## config.mk

```make
export PLATFORM = sky130hd
export DESIGN_NAME = antialiased_line_stepper
export DESIGN_NICKNAME = d
export VERILOG_FILES = /design/src/hw/rtl/awl_pkg.sv /design/src/hw/rtl/awl_div.sv /design/src/hw/rtl/antialiased_line_stepper.sv
export SDC_FILE = /design/constraint.sdc
export NUM_CORES = 1
export LEC_CHECK = 0
export ABC_AREA = 1
export ABC_CLOCK_PERIOD_IN_PS = 6450
export BUFFER_PORTS_ARGS = -buffer_cell sky130_fd_sc_hd__buf_4
export CAP_MARGIN = 20
export CORE_UTILIZATION = 30
export DETAILED_ROUTE_END_ITERATION = 10
export MAX_ROUTING_LAYER = met4
export SETUP_SLACK_MARGIN = 0.5
export SYNTH_ARGS = -nofsm -noshare
export SYNTH_HDL_FRONTEND = slang
export SYNTH_SLANG_ARGS = --single-unit
```

## constraint.sdc

```tcl
create_clock -name clk -period 6.45 [get_ports clk]
set_input_delay 0 -clock clk [delete_from_list [all_inputs] [get_ports clk]]
set_output_delay 0 -clock clk [all_outputs]
set_load 0.01 [all_outputs]
```

## src/hw/rtl/awl_pkg.sv

```systemverilog
// Shared types and constants for the antialiased line stepper.
// Used by awl_div and antialiased_line_stepper; no dependencies.
package awl_pkg;

  localparam int COORD_BITS_DEF = 13;
  localparam int FRAC_BITS_DEF  = 16;
  localparam int WEIGHT_BITS    = 8;

  localparam logic [WEIGHT_BITS-1:0] FULL_WEIGHT = 8'd255;

  localparam logic CMD_LOAD = 1'b0;
  localparam logic CMD_STEP = 1'b1;

  typedef enum logic [1:0] {
    MODE_VERT  = 2'd0,
    MODE_HORIZ = 2'd1,
    MODE_XMAJ  = 2'd2,
    MODE_YMAJ  = 2'd3
  } line_mode_t;

  typedef enum logic [1:0] {
    ST_IDLE,
    ST_DIV,
    ST_ACC
  } state_t;

  typedef struct packed {
    logic start;
  } div_ctrl_t;

  typedef struct packed {
    logic busy;
    logic done;
  } div_stat_t;

endpackage

```

## src/hw/rtl/awl_div.sv

```systemverilog
// Restoring divider for the line slope: one compare/subtract per cycle.
// Gives floor(numer * 2^FRAC_BITS / denom) for numer <= denom; uses awl_pkg.
module awl_div #(
  parameter int COORD_BITS = awl_pkg::COORD_BITS_DEF,
  parameter int FRAC_BITS  = awl_pkg::FRAC_BITS_DEF
) (
  input  logic                  clk,
  input  logic                  rst_n,
  input  awl_pkg::div_ctrl_t    ctrl,
  input  logic [COORD_BITS-1:0] numer,
  input  logic [COORD_BITS-1:0] denom,
  output awl_pkg::div_stat_t    stat,
  output logic [FRAC_BITS:0]    quotient
);

  localparam int CNT_W = $clog2(FRAC_BITS + 1);

  logic                  busy_r, busy_nxt;
  logic                  done_r, done_nxt;
  logic [CNT_W-1:0]      cnt_r, cnt_nxt;
  logic [COORD_BITS:0]   rem_r, rem_nxt;
  logic [COORD_BITS-1:0] den_r, den_nxt;
  logic [FRAC_BITS:0]    quo_r, quo_nxt;
  logic                  ge;
  logic [COORD_BITS:0]   diff;
  logic [COORD_BITS:0]   rem_sel;

  always_ff @(posedge clk) begin
    if (!rst_n) begin
      busy_r <= 1'b0;
      done_r <= 1'b0;
      cnt_r  <= '0;
    end else begin
      busy_r <= busy_nxt;
      done_r <= done_nxt;
      cnt_r  <= cnt_nxt;
    end
    rem_r <= rem_nxt;
    den_r <= den_nxt;
    quo_r <= quo_nxt;
  end

  always_comb begin
    ge       = rem_r >= {1'b0, den_r};
    diff     = rem_r - {1'b0, den_r};
    rem_sel  = ge ? diff : rem_r;
    busy_nxt = busy_r;
    done_nxt = 1'b0;
    cnt_nxt  = cnt_r;
    rem_nxt  = rem_r;
    den_nxt  = den_r;
    quo_nxt  = quo_r;
    if (ctrl.start) begin
      busy_nxt = 1'b1;
      cnt_nxt  = '0;
      rem_nxt  = {1'b0, numer};
      den_nxt  = denom;
      quo_nxt  = '0;
    end else if (busy_r) begin
      // remainder stays below denom after the subtract, so the shift fits
      rem_nxt = {rem_sel[COORD_BITS-1:0], 1'b0};
      quo_nxt = {quo_r[FRAC_BITS-1:0], ge};
      cnt_nxt = cnt_r + 1'b1;
      if (cnt_r == CNT_W'(FRAC_BITS)) begin
        busy_nxt = 1'b0;
        done_nxt = 1'b1;
      end
    end
  end

  assign stat.busy = busy_r;
  assign stat.done = done_r;
  assign quotient  = quo_r;

endmodule

```

## src/hw/rtl/antialiased_line_stepper.sv

```systemverilog
// Antialiased line stepper: loads a line, then gives one pixel per step transaction.
// Latency: every result is registered and appears the cycle after its input transaction.
// Throughput: steps one per cycle unless out_tready stalls; a sloped load holds
// in_tready low while awl_div forms the slope, one quotient bit a cycle, then in ST_ACC.
// Reset (rst_n low, synchronous): no line active, output empty, sequencer idle.
// Depends on awl_pkg and awl_div.
module antialiased_line_stepper #(
  parameter int  COORD_BITS = awl_pkg::COORD_BITS_DEF,
  parameter int  FRAC_BITS  = awl_pkg::FRAC_BITS_DEF,
  localparam int IN_W       = ((4 * COORD_BITS + 7) / 8) * 8,
  localparam int OUT_W      = ((2 * COORD_BITS + 2 * awl_pkg::WEIGHT_BITS + 7) / 8) * 8
) (
  input  logic             clk,
  input  logic             rst_n,
  input  logic             in_tvalid,
  output logic             in_tready,
  input  logic [IN_W-1:0]  in_tdata,   // start_x, start_y, end_x, end_y
  input  logic             in_tuser,   // command
  output logic             out_tvalid,
  input  logic             out_tready,
  output logic [OUT_W-1:0] out_tdata,  // pixel_x, pixel_y, weight_near, weight_far
  output logic [1:0]       out_tuser,  // has_far, far_along_y
  output logic             out_tlast   // line_done
);

  localparam int C     = COORD_BITS;
  localparam int F     = FRAC_BITS;
  localparam int WB    = awl_pkg::WEIGHT_BITS;
  localparam int ACC_W = C + F + 1;
  localparam int PAD_W = OUT_W - 2 * C - 2 * WB;

  awl_pkg::state_t     st_r, st_nxt;
  awl_pkg::line_mode_t mode_r, mode_nxt, ld_mode;
  logic                active_r, active_nxt;
  logic signed [C-1:0] cursor_r, cursor_nxt;
  logic signed [C-1:0] stop_r, stop_nxt;
  logic signed [C-1:0] final_x_r, final_x_nxt;
  logic signed [C-1:0] final_y_r, final_y_nxt;
  logic signed [C-1:0] smin_r, smin_nxt;
  logic                neg_r, neg_nxt;
  logic [ACC_W-1:0]    accum_r, accum_nxt;
  logic [F+1:0]        slope_r, slope_nxt;

  logic                out_valid_r, out_valid_nxt;
  logic [C-1:0]        ox_r, ox_nxt, oy_r, oy_nxt;
  logic [WB-1:0]       wn_r, wn_nxt, wf_r, wf_nxt;
  logic                hf_r, hf_nxt, fy_r, fy_nxt, done_r, done_nxt;

  awl_pkg::div_ctrl_t  div_ctrl;
  awl_pkg::div_stat_t  div_stat;
  logic [C-1:0]        div_num, div_den;
  logic [F:0]          quotient;

  logic                in_acc;
  logic signed [C-1:0] sx, sy, ex, ey, osx, osy, oex, oey;
  logic signed [C:0]   dx, dy, adx_w, ady_w, cur1, stop_w;
  logic [C-1:0]        adx, ady;
  logic                x_axis, swap;
  logic [F-1:0]        frac;
  logic [F+WB-1:0]     wprod;
  logic [WB-1:0]       wf_calc;
  logic [C-1:0]        floor_min;

  assign sx = in_tdata[C-1:0];
  assign sy = in_tdata[2*C-1:C];
  assign ex = in_tdata[3*C-1:2*C];
  assign ey = in_tdata[4*C-1:3*C];

  assign in_tready = (st_r == awl_pkg::ST_IDLE) && (!out_valid_r || out_tready);
  assign in_acc    = in_tvalid && in_tready;

  awl_div #(
    .COORD_BITS(COORD_BITS),
    .FRAC_BITS (FRAC_BITS)
  ) u_div (
    .clk     (clk),
    .rst_n   (rst_n),
    .ctrl    (div_ctrl),
    .numer   (div_num),
    .denom   (div_den),
    .stat    (div_stat),
    .quotient(quotient)
  );

  // load-side classification and endpoint ordering
  always_comb begin
    dx    = {ex[C-1], ex} - {sx[C-1], sx};
    dy    = {ey[C-1], ey} - {sy[C-1], sy};
    adx_w = dx[C] ? -dx : dx;
    ady_w = dy[C] ? -dy : dy;
    adx   = adx_w[C-1:0];
    ady   = ady_w[C-1:0];
    priority if (dx == '0) ld_mode = awl_pkg::MODE_VERT;
    else if (dy == '0)     ld_mode = awl_pkg::MODE_HORIZ;
    else if (ady < adx)    ld_mode = awl_pkg::MODE_XMAJ;
    else                   ld_mode = awl_pkg::MODE_YMAJ;
    x_axis = (ld_mode == awl_pkg::MODE_HORIZ) || (ld_mode == awl_pkg::MODE_XMAJ);
    swap   = x_axis ? (ex < sx) : (ey < sy);
    osx    = swap ? ex : sx;
    osy    = swap ? ey : sy;
    oex    = swap ? sx : ex;
    oey    = swap ? sy : ey;
    div_num = (ld_mode == awl_pkg::MODE_XMAJ) ? ady : adx;
    div_den = (ld_mode == awl_pkg::MODE_XMAJ) ? adx : ady;
  end

  // step-side pixel arithmetic
  always_comb begin
    cur1      = {cursor_r[C-1], cursor_r} + 1'b1;
    stop_w    = {stop_r[C-1], stop_r};
    frac      = accum_r[F-1:0];
    wprod     = {frac, {WB{1'b0}}} - {{WB{1'b0}}, frac};
    wf_calc   = wprod[F+WB-1:F];
    floor_min = accum_r[F+C-1:F];
  end

  always_ff @(posedge clk) begin
    if (!rst_n) begin
      st_r        <= awl_pkg::ST_IDLE;
      mode_r      <= awl_pkg::MODE_VERT;
      active_r    <= 1'b0;
      out_valid_r <= 1'b0;
    end else begin
      st_r        <= st_nxt;
      mode_r      <= mode_nxt;
      active_r    <= active_nxt;
      out_valid_r <= out_valid_nxt;
    end
    cursor_r  <= cursor_nxt;
    stop_r    <= stop_nxt;
    final_x_r <= final_x_nxt;
    final_y_r <= final_y_nxt;
    smin_r    <= smin_nxt;
    neg_r     <= neg_nxt;
    accum_r   <= accum_nxt;
    slope_r   <= slope_nxt;
    ox_r      <= ox_nxt;
    oy_r      <= oy_nxt;
    wn_r      <= wn_nxt;
    wf_r      <= wf_nxt;
    hf_r      <= hf_nxt;
    fy_r      <= fy_nxt;
    done_r    <= done_nxt;
  end

  always_comb begin
    st_nxt        = st_r;
    mode_nxt      = mode_r;
    active_nxt    = active_r;
    cursor_nxt    = cursor_r;
    stop_nxt      = stop_r;
    final_x_nxt   = final_x_r;
    final_y_nxt   = final_y_r;
    smin_nxt      = smin_r;
    neg_nxt       = neg_r;
    accum_nxt     = accum_r;
    slope_nxt     = slope_r;
    out_valid_nxt = out_valid_r && !out_tready;
    ox_nxt        = ox_r;
    oy_nxt        = oy_r;
    wn_nxt        = wn_r;
    wf_nxt        = wf_r;
    hf_nxt        = hf_r;
    fy_nxt        = fy_r;
    done_nxt      = done_r;
    div_ctrl      = '0;

    unique case (st_r)
      awl_pkg::ST_IDLE: begin
        if (in_acc && in_tuser == awl_pkg::CMD_LOAD) begin
          out_valid_nxt = 1'b1;
          wn_nxt        = awl_pkg::FULL_WEIGHT;
          wf_nxt        = '0;
          hf_nxt        = 1'b0;
          fy_nxt        = 1'b0;
          if (dx == '0 && dy == '0) begin
            // single point: emit it as the end and stay inactive
            active_nxt  = 1'b0;
            mode_nxt    = awl_pkg::MODE_VERT;
            cursor_nxt  = sy;
            stop_nxt    = sy;
            final_x_nxt = sx;
            final_y_nxt = sy;
            ox_nxt      = sx;
            oy_nxt      = sy;
            done_nxt    = 1'b1;
          end else begin
            active_nxt  = 1'b1;
            mode_nxt    = ld_mode;
            cursor_nxt  = x_axis ? osx : osy;
            stop_nxt    = x_axis ? oex : oey;
            final_x_nxt = oex;
            final_y_nxt = oey;
            ox_nxt      = osx;
            oy_nxt      = osy;
            done_nxt    = 1'b0;
            if (ld_mode == awl_pkg::MODE_XMAJ) begin
              smin_nxt = osy;
              neg_nxt  = dy[C] ^ swap;
            end else begin
              smin_nxt = osx;
              neg_nxt  = dx[C] ^ swap;
            end
            if (ld_mode == awl_pkg::MODE_XMAJ || ld_mode == awl_pkg::MODE_YMAJ) begin
              div_ctrl.start = 1'b1;
              st_nxt         = awl_pkg::ST_DIV;
            end
          end
        end else if (in_acc && active_r) begin
          out_valid_nxt = 1'b1;
          cursor_nxt    = cur1[C-1:0];
          wn_nxt        = awl_pkg::FULL_WEIGHT;
          wf_nxt        = '0;
          hf_nxt        = 1'b0;
          fy_nxt        = 1'b0;
          done_nxt      = 1'b0;
          if (cur1 >= stop_w) begin
            active_nxt = 1'b0;
            ox_nxt     = final_x_r;
            oy_nxt     = final_y_r;
            done_nxt   = 1'b1;
          end else begin
            unique case (mode_r)
              awl_pkg::MODE_VERT: begin
                ox_nxt = final_x_r;
                oy_nxt = cur1[C-1:0];
              end
              awl_pkg::MODE_HORIZ: begin
                ox_nxt = cur1[C-1:0];
                oy_nxt = final_y_r;
              end
              awl_pkg::MODE_XMAJ: begin
                ox_nxt    = cur1[C-1:0];
                oy_nxt    = floor_min;
                wn_nxt    = awl_pkg::FULL_WEIGHT - wf_calc;
                wf_nxt    = wf_calc;
                hf_nxt    = 1'b1;
                fy_nxt    = 1'b1;
                accum_nxt = accum_r + {{(ACC_W-F-2){slope_r[F+1]}}, slope_r};
              end
              awl_pkg::MODE_YMAJ: begin
                ox_nxt    = floor_min;
                oy_nxt    = cur1[C-1:0];
                wn_nxt    = awl_pkg::FULL_WEIGHT - wf_calc;
                wf_nxt    = wf_calc;
                hf_nxt    = 1'b1;
                accum_nxt = accum_r + {{(ACC_W-F-2){slope_r[F+1]}}, slope_r};
              end
              default: begin
                ox_nxt = ox_r;
              end
            endcase
          end
        end
      end
      awl_pkg::ST_DIV: begin
        if (div_stat.done) begin
          slope_nxt = neg_r ? -{1'b0, quotient} : {1'b0, quotient};
          st_nxt    = awl_pkg::ST_ACC;
        end
      end
      awl_pkg::ST_ACC: begin
        // first minor position: start minor plus one slope step
        accum_nxt = {smin_r[C-1], smin_r, {F{1'b0}}}
                  + {{(ACC_W-F-2){slope_r[F+1]}}, slope_r};
        st_nxt    = awl_pkg::ST_IDLE;
      end
      default: begin
        st_nxt = awl_pkg::ST_IDLE;
      end
    endcase
  end

  assign out_tvalid = out_valid_r;
  assign out_tdata  = {{PAD_W{1'b0}}, wf_r, wn_r, oy_r, ox_r};
  assign out_tuser  = {fy_r, hf_r};
  assign out_tlast  = done_r;

  a_div_done_in_div: assert property (@(posedge clk) disable iff (!rst_n)
    div_stat.done |-> st_r == awl_pkg::ST_DIV)
    else $error("divider finished outside the slope state");

  a_div_busy: assert property (@(posedge clk) disable iff (!rst_n)
    (st_r == awl_pkg::ST_DIV && !div_stat.done) |-> div_stat.busy)
    else $error("slope state waiting on an idle divider");

  a_acc_sloped: assert property (@(posedge clk) disable iff (!rst_n)
    (st_r == awl_pkg::ST_ACC) |->
      active_r && (mode_r == awl_pkg::MODE_XMAJ || mode_r == awl_pkg::MODE_YMAJ))
    else $error("accumulator set-up for a line that is not sloped");

  a_cursor_below_stop: assert property (@(posedge clk) disable iff (!rst_n)
    (active_r && st_r == awl_pkg::ST_IDLE) |-> cursor_r < stop_r)
    else $error("active line with cursor at or past its end");

endmodule
```

# Word level (Yosys, flattened, before mapping)
# Cells that the tools add are included.
[totals] mem_count=0 input_bits=61 latch_bits=0 regBits=216 romBits=0 output_inout_bits=53 word_cells=176 ram_bits=0
[op_classes] n_bitwise=6 reduce_logical=31 div=0 n_addsub=12 n_shift=0 multipliers=0 n_eq_ne=17 order_cmp=5 n_mux=78
[ops] op="13-bit 2-to-1 mux" count=28
[ops] op="30-bit 2-to-1 mux" count=4
[ops] op="13-bit case mux with 3 select lines" count=2
[ops] op="30-bit case mux with 2 select lines" count=1
[ops] op="8-bit 2-to-1 mux" count=6
[ops] op="13-bit less-than comparator" count=3
[ops] op="29-bit by 18-bit adder with 30-bit output" count=1
[ops] op="30-bit adder" count=1
[ops] op="14-bit by 13-bit >= comparator with 1-bit output" count=2
[ops] op="14-bit logical NOT" count=2
[ops] op="1-bit 2-to-1 mux" count=28
[ops] op="13-bit by 13-bit subtractor with 14-bit output" count=2
[ops] op="13-bit negation" count=2
[ops] op="24-bit by 16-bit subtractor with 24-bit output" count=1
[ops] op="17-bit negation with 18-bit output" count=1
[ops] op="17-bit 2-to-1 mux" count=1
[ops] op="13-bit by 2-bit adder with 14-bit output (second input constant)" count=1
[ops] op="2-bit 2-to-1 mux" count=7
[ops] op="13-bit subtractor" count=1
[ops] op="2-bit equality test (second input constant)" count=5
[ops] op="2-bit by 1-bit inequality test with 1-bit output (second input constant)" count=4
[ops] op="2-bit inequality test (second input constant)" count=4
[ops] op="2-bit nonzero test" count=4
[ops] op="2-bit OR reduction" count=4
[ops] op="16 further kinds" count=34

# Logic depth before layout (Yosys ltp)
[depth] ltp_word=14 mapped_depth=36 mapped_depth_nobuf=33

# Cells and area by module
# Synthesis repeated with hierarchy kept, for this count alone.
[unflattened] hier_cells=2643 hier_area_um2=18479.0
[modules_own_cells] mod="antialiased_line_stepper" seq_area_each_um2=4864.7 area_per_inst_um2=15511.1 cells_per_inst=2267 instances=1
[modules_own_cells] mod="awl_div" seq_area_each_um2=1281.2 area_per_inst_um2=2967.8 cells_per_inst=376 instances=1

# Worst setup path before layout
# Ideal clock, no wire load.
[synth_timing] path_kind="register -> register" start="register cursor_r[0]" end="register accum_r[0], enable pin" n_path_buf=0 synth_period_minus_slack_ps=5126 required_ps=5990 setup_time_ps=460 path_slack_ps=1324 stages_incl_launch_ff=20 t_arrival_ps=4666 path_cell_list="edfxtp_1 -> ha_1 -> nand2_1 -> nor2_1 -> nand3_1 -> nor2_1 -> inv_1 -> nand2_1 -> inv_1 -> ha_1 -> nand2_1 -> o21bai_1 -> a21oi_1 -> nor2_1 -> nand2_1 -> nand2_1 -> nand2_1 -> nor2_2 -> inv_1 -> o31ai_1"
[synth_between] elab_chain_len=4
[synth_lines] item="start: declaration" line="antialiased_line_stepper.sv:35" source="logic signed [C-1:0] cursor_r, cursor_nxt;"
[synth_lines] item="start signal: assignment" line="antialiased_line_stepper.sv:129" source="cursor_r <= cursor_nxt;"
[synth_lines] item="13-bit by 2-bit adder with 14-bit output" line="antialiased_line_stepper.sv:109" source="cur1 = {cursor_r[C-1], cursor_r} + 1'b1;"
[synth_lines] item="14-bit by 13-bit >= comparator with 1-bit output" line="antialiased_line_stepper.sv:217" source="if (cur1 >= stop_w) begin"
[synth_lines] item="2-bit inequality test (no line)"
[synth_lines] item="5-bit AND reduction (no line)"
[synth_lines] item="end signal: assignment" line="antialiased_line_stepper.sv:135" source="accum_r <= accum_nxt;"
[synth_lines] item="end: declaration" line="antialiased_line_stepper.sv:41" source="logic [ACC_W-1:0] accum_r, accum_nxt;"
# No other way between the ends.
# A chain may end at the register's enable or synchronous reset.

# Worst setup path after layout
[layout_timing] start="input in_tdata[7]" end="register final_y_r[6], data pin"
[layout_between] elab_chain_len=12 elab_cells_between_ends=16 cone_classes="add/sub: 2; order compare: 2; eq/ne: 2; mux: 7; reduce/logical: 3"
[layout_lines] item="start: declaration" line="antialiased_line_stepper.sv:17" source="input logic [IN_W-1:0] in_tdata,"
[layout_lines] item="13-bit by 13-bit subtractor with 14-bit output" line="antialiased_line_stepper.sv:87" source="dx = {ex[C-1], ex} - {sx[C-1], sx};"
[layout_lines] item="13-bit negation" line="antialiased_line_stepper.sv:89" source="adx_w = dx[C] ? -dx : dx;"
[layout_lines] item="13-bit 2-to-1 mux" line="antialiased_line_stepper.sv:89"
[layout_lines] item="13-bit less-than comparator" line="antialiased_line_stepper.sv:95" source="else if (ady < adx) ld_mode = awl_pkg::MODE_XMAJ;"
[layout_lines] item="1-bit 2-to-1 mux" line="antialiased_line_stepper.sv:95"
[layout_lines] item="2-bit 2-to-1 mux" line="antialiased_line_stepper.sv:94" source="else if (dy == '0) ld_mode = awl_pkg::MODE_HORIZ;"
[layout_lines] item="2-bit 2-to-1 mux" line="antialiased_line_stepper.sv:93" source="priority if (dx == '0) ld_mode = awl_pkg::MODE_VERT;"
[layout_lines] item="2-bit by 1-bit equality test with 1-bit output / 2-bit equality test (equally long branches)" line="antialiased_line_stepper.sv:97" source="x_axis = (ld_mode == awl_pkg::MODE_HORIZ) || (ld_mode == awl_pkg::MODE_XMAJ);"
[layout_lines] item="1-bit logical OR" line="antialiased_line_stepper.sv:97"
[layout_lines] item="1-bit 2-to-1 mux" line="antialiased_line_stepper.sv:98" source="swap = x_axis ? (ex < sx) : (ey < sy);"
[layout_lines] item="13-bit 2-to-1 mux" line="antialiased_line_stepper.sv:102" source="oey = swap ? sy : ey;"
[layout_lines] item="13-bit 2-to-1 mux *" line="antialiased_line_stepper.sv:176" source="if (dx == '0 && dy == '0) begin"
[layout_lines] item="end signal: assignment" line="antialiased_line_stepper.sv:132" source="final_y_r <= final_y_nxt;"
[layout_lines] item="end: declaration" line="antialiased_line_stepper.sv:38" source="logic signed [C-1:0] final_y_r, final_y_nxt;"
# Mark *: on every way between the ends. The rest lies on a longest branch, timed or not.

==> impl_metrics.ini <==
[timing]
worst_slack_ns = 0.924
fin_crit_ns = 5.53
worst_pin_slew_ns = 1.07
finalHoldViolations = 0
clock.fmax_mhz = 181
final.period_utilization_pct = 85.7
grt_setup_unrepaired = no
hold_slack_ns = 0.0326
slew_violations = 0
setup_viol = 0
finalClockSkew_ns = 0.0279
relSlewSlack_pct = 28.3
setup-tns-final_ns = 0

[power_and_ir_drop]
power_frac_clock_pct = 22.9
ir_worst_vdd_mv = 0.198
p_leak_nw = 10.1
p_int_mw = 3.87
power_mw = 6.69
power_density_nw_per_um2 = 320
power.switching_mw = 2.82
p_comb_share_pct = 48.1
p_sw_share_pct = 42.1
pwr-share-seq_pct = 29.1

[placed_design]
portBuffers = 103
dp_cells = 3439
dpl_cell_area_um2 = 19600
place.gp.congestion = 0.934
place_ws_ns = 1.20
hpwl_mm = 42.9

[worst_setup_path]
worst_r2r_path_depth = 23
worstPathRequired_ns = 6.74
slowest_stage = dlygate4sd3_1
cp_common_cell = nand2_1
crit_family = buffers and inverters
max_stage_delay_ns = 0.59
critPathKind = in -> reg
worstSetupPathDepth = 32
cp-start-kind = input port
end_kind = register
path_buf_inv = 9
path_max_fanout = 49
cp.arrival_ns = 5.81

[yosys]
netlist_top_cells_area = edfxtp_1 (30%), nand2_1 (19%), ha_1 (8.7%)
ys_types = 51
synth-compound-area-share_pct = 11.7
synth_warnings = 0
syn_inst = 2623
synth_area_um2 = 18100
synth_seq_cells = 215
muxShareOfSynthArea_pct = 0
syn_avg_cell_area_um2 = 6.92
synth_common_cells = nand2_1 (901), inv_1 (367), o21ai_0 (209)
async_reset_ff_share_pct = 0
synth_flop_cell = edfxtp_1
synth_fa_ha_area_share_pct = 9.24
yosys.area.top_type_share_pct = 30.4
synth_top_area_cell = edfxtp_1
yosysSeqAreaShare_pct = 33.9
synth-xor-area-share_pct = 2.89
yosysMostFrequentCell = nand2_1
synth_top_family_by_area = simple AND/OR/NAND/NOR gates
synthSimpleGateAreaFrac_pct = 32.0
synth_edf_count = 184

[routing]
drc = 0
drt_iter0_drc = 1410
wl_per_cell_um = 15.3
drtAntennaViolNets = 0
drt_wl_total_mm = 54.1
num_vias = 17000
drt-pass1-iter-count = 7
via_per_inst = 4.82

[floorplan]
io_pins = 114
die_w_um = 248
placementRows = 89
die_area_um2 = 61500
start_util_pct = 30.6
dieHeight_um = 248
core_um2 = 59400

[grt]
grt_antenna_before_repair = 0
grt_use_total_pct = 17.8
grt_pass1_vias = 15200
gr-total-overflow = 0
grt_pass1_wl_mm = 83.4
grt_max_degree = 70

[clocking]
cts_buffer_depth = 3
cts-root-buf = clkbuf_16
cts_buffers = 26
clkTransAtPathRegs_ns = 0.06
cts.sinks = 215
cts_tree = done
htreeDepth = 1
insertion_delay_ns = 0.56

[final_layout]
finish.utilization_pct = 35.2
synthToLayoutAreaGrowth_pct = 15.1
fin_area_um2 = 20900
nNetsFinal = 2922
drive_gt1_share_pct = 8.73
final_cell_count_no_fill = 3523
fillers = 6394
antennaDiodeCount = 0

[status]
status = finished, final reports clean

[min_path]
hold_depth = 3
hp-class = in -> reg

[job]
timing.max_cap.violations = 0
==> area by class of cell <==
type	count	area, um^2	area share, %
clock buffer	37	786	3.76
timing repair buffer	156	1260	6.02
tap	773	967	4.63
clock inverter	11	124	0.593
multi-input combinational	1954	10200	48.8
inverter	377	1420	6.80
sequential	215	6150	29.4
==> logic make-up (layout without fill, tap and decap cells) <==
family | after synthesis | after routing
flip-flops | 215 | 215
adder cells (fa/ha/maj) | 131 | 131
other | 1 | 6
buffers and inverters | 459 | 581
XOR/XNOR | 59 | 59
AND/OR/NAND/NOR | 1371 | 1371
AO/OA/AOI/OAI | 387 | 387
==> flip-flops by register name (all words and copies together) (netlist names), 2 cells and up <==
name and count:
accum_r 29, smin_r 13, cursor_r 13, u_div.rem_r 14, u_div.quotient 17, final_x_r 13
stop_r 13, mode_r 2, u_div.cnt_r 5, st_r 2, oy_r 13, wn_r 8
u_div.den_r 13, slope_r 18, final_y_r 13, wf_r 8, ox_r 13
==> routing by layer <==
| layer | routed length, um | vias up | global-route usage [%] |
|---|---|---|---|
| met1 | 24800 | 7703 | 23.6 |
| met5 | 0 | - | - |
| met2 | 24400 | 446 | 28.7 |
| met4 | 1920 | 0 | 5.81 |
| li1 | - | 8745 | - |
| met3 | 2950 | 87 | 1.42 |
==> worst register-to-register path: cells and delay by family, from the launching register on <==
family | cells | cell delay [ns]
AOI/OAI and AO/OA | 2 | 0.34
DFF | 1 | 0.43
adders and majority gates | 2 | 0.39
buffers and inverters | 4 | 0.26
and+or+nand+nor | 15 | 2.55
==> repair_timing <==
| item | CTS | global route |
|---|---|---|
| endpoints found under the hold margin | 77 | 0 |
| gates resized for setup | 0 | 2 |
| setup buffers | 0 | 3 |
| setup endpoints to repair | 0 | 1 |
| hold buffers | 33 | 0 |
==> layout by cell type, fill, tap and decap left out, types with 29 or more instances in the layout <==
| master | netlist | final |
|---|---|---|
| nand4_1 | 29 | 29 |
| nand3_1 | 187 | 187 |
| and2_1 | 29 | 29 |
| nor2_1 | 136 | 133 |
| dfxtp_1 | 31 | 31 |
| dlygate4sd3_1 | 0 | 33 |
| o21ai_0 | 209 | 209 |
| a21oi_1 | 86 | 86 |
| nand2_1 | 901 | 900 |
| xor2_1 | 41 | 41 |
| edfxtp_1 | 184 | 184 |
| ha_1 | 126 | 126 |
| buf_4 | 11 | 122 |
| inv_1 | 367 | 366 |
==> worst paths after layout <==
path	start	to	slack (ns)
setup / recovery	in_tdata[7]	final_y_r[6]	0.92
setup reg to reg	cursor_r[0]	wn_r[0]	2.25
hold / removal	in_tdata[42]	final_y_r[3]	0.03
hold reg to reg	active_r	active_r	0.47
==> power groups by stage <==
stage	combinational, mW	sequential (mW)	clock [mW]
global placement	3.13	1.97	0
finish	3.22	1.95	1.53
detailed placement	3.14	1.98	0
floorplan	2.27	1.96	0
CTS	3.18	1.95	1.57
global route	3.63	1.96	1.61
Power figures use the tool's default switching activity.
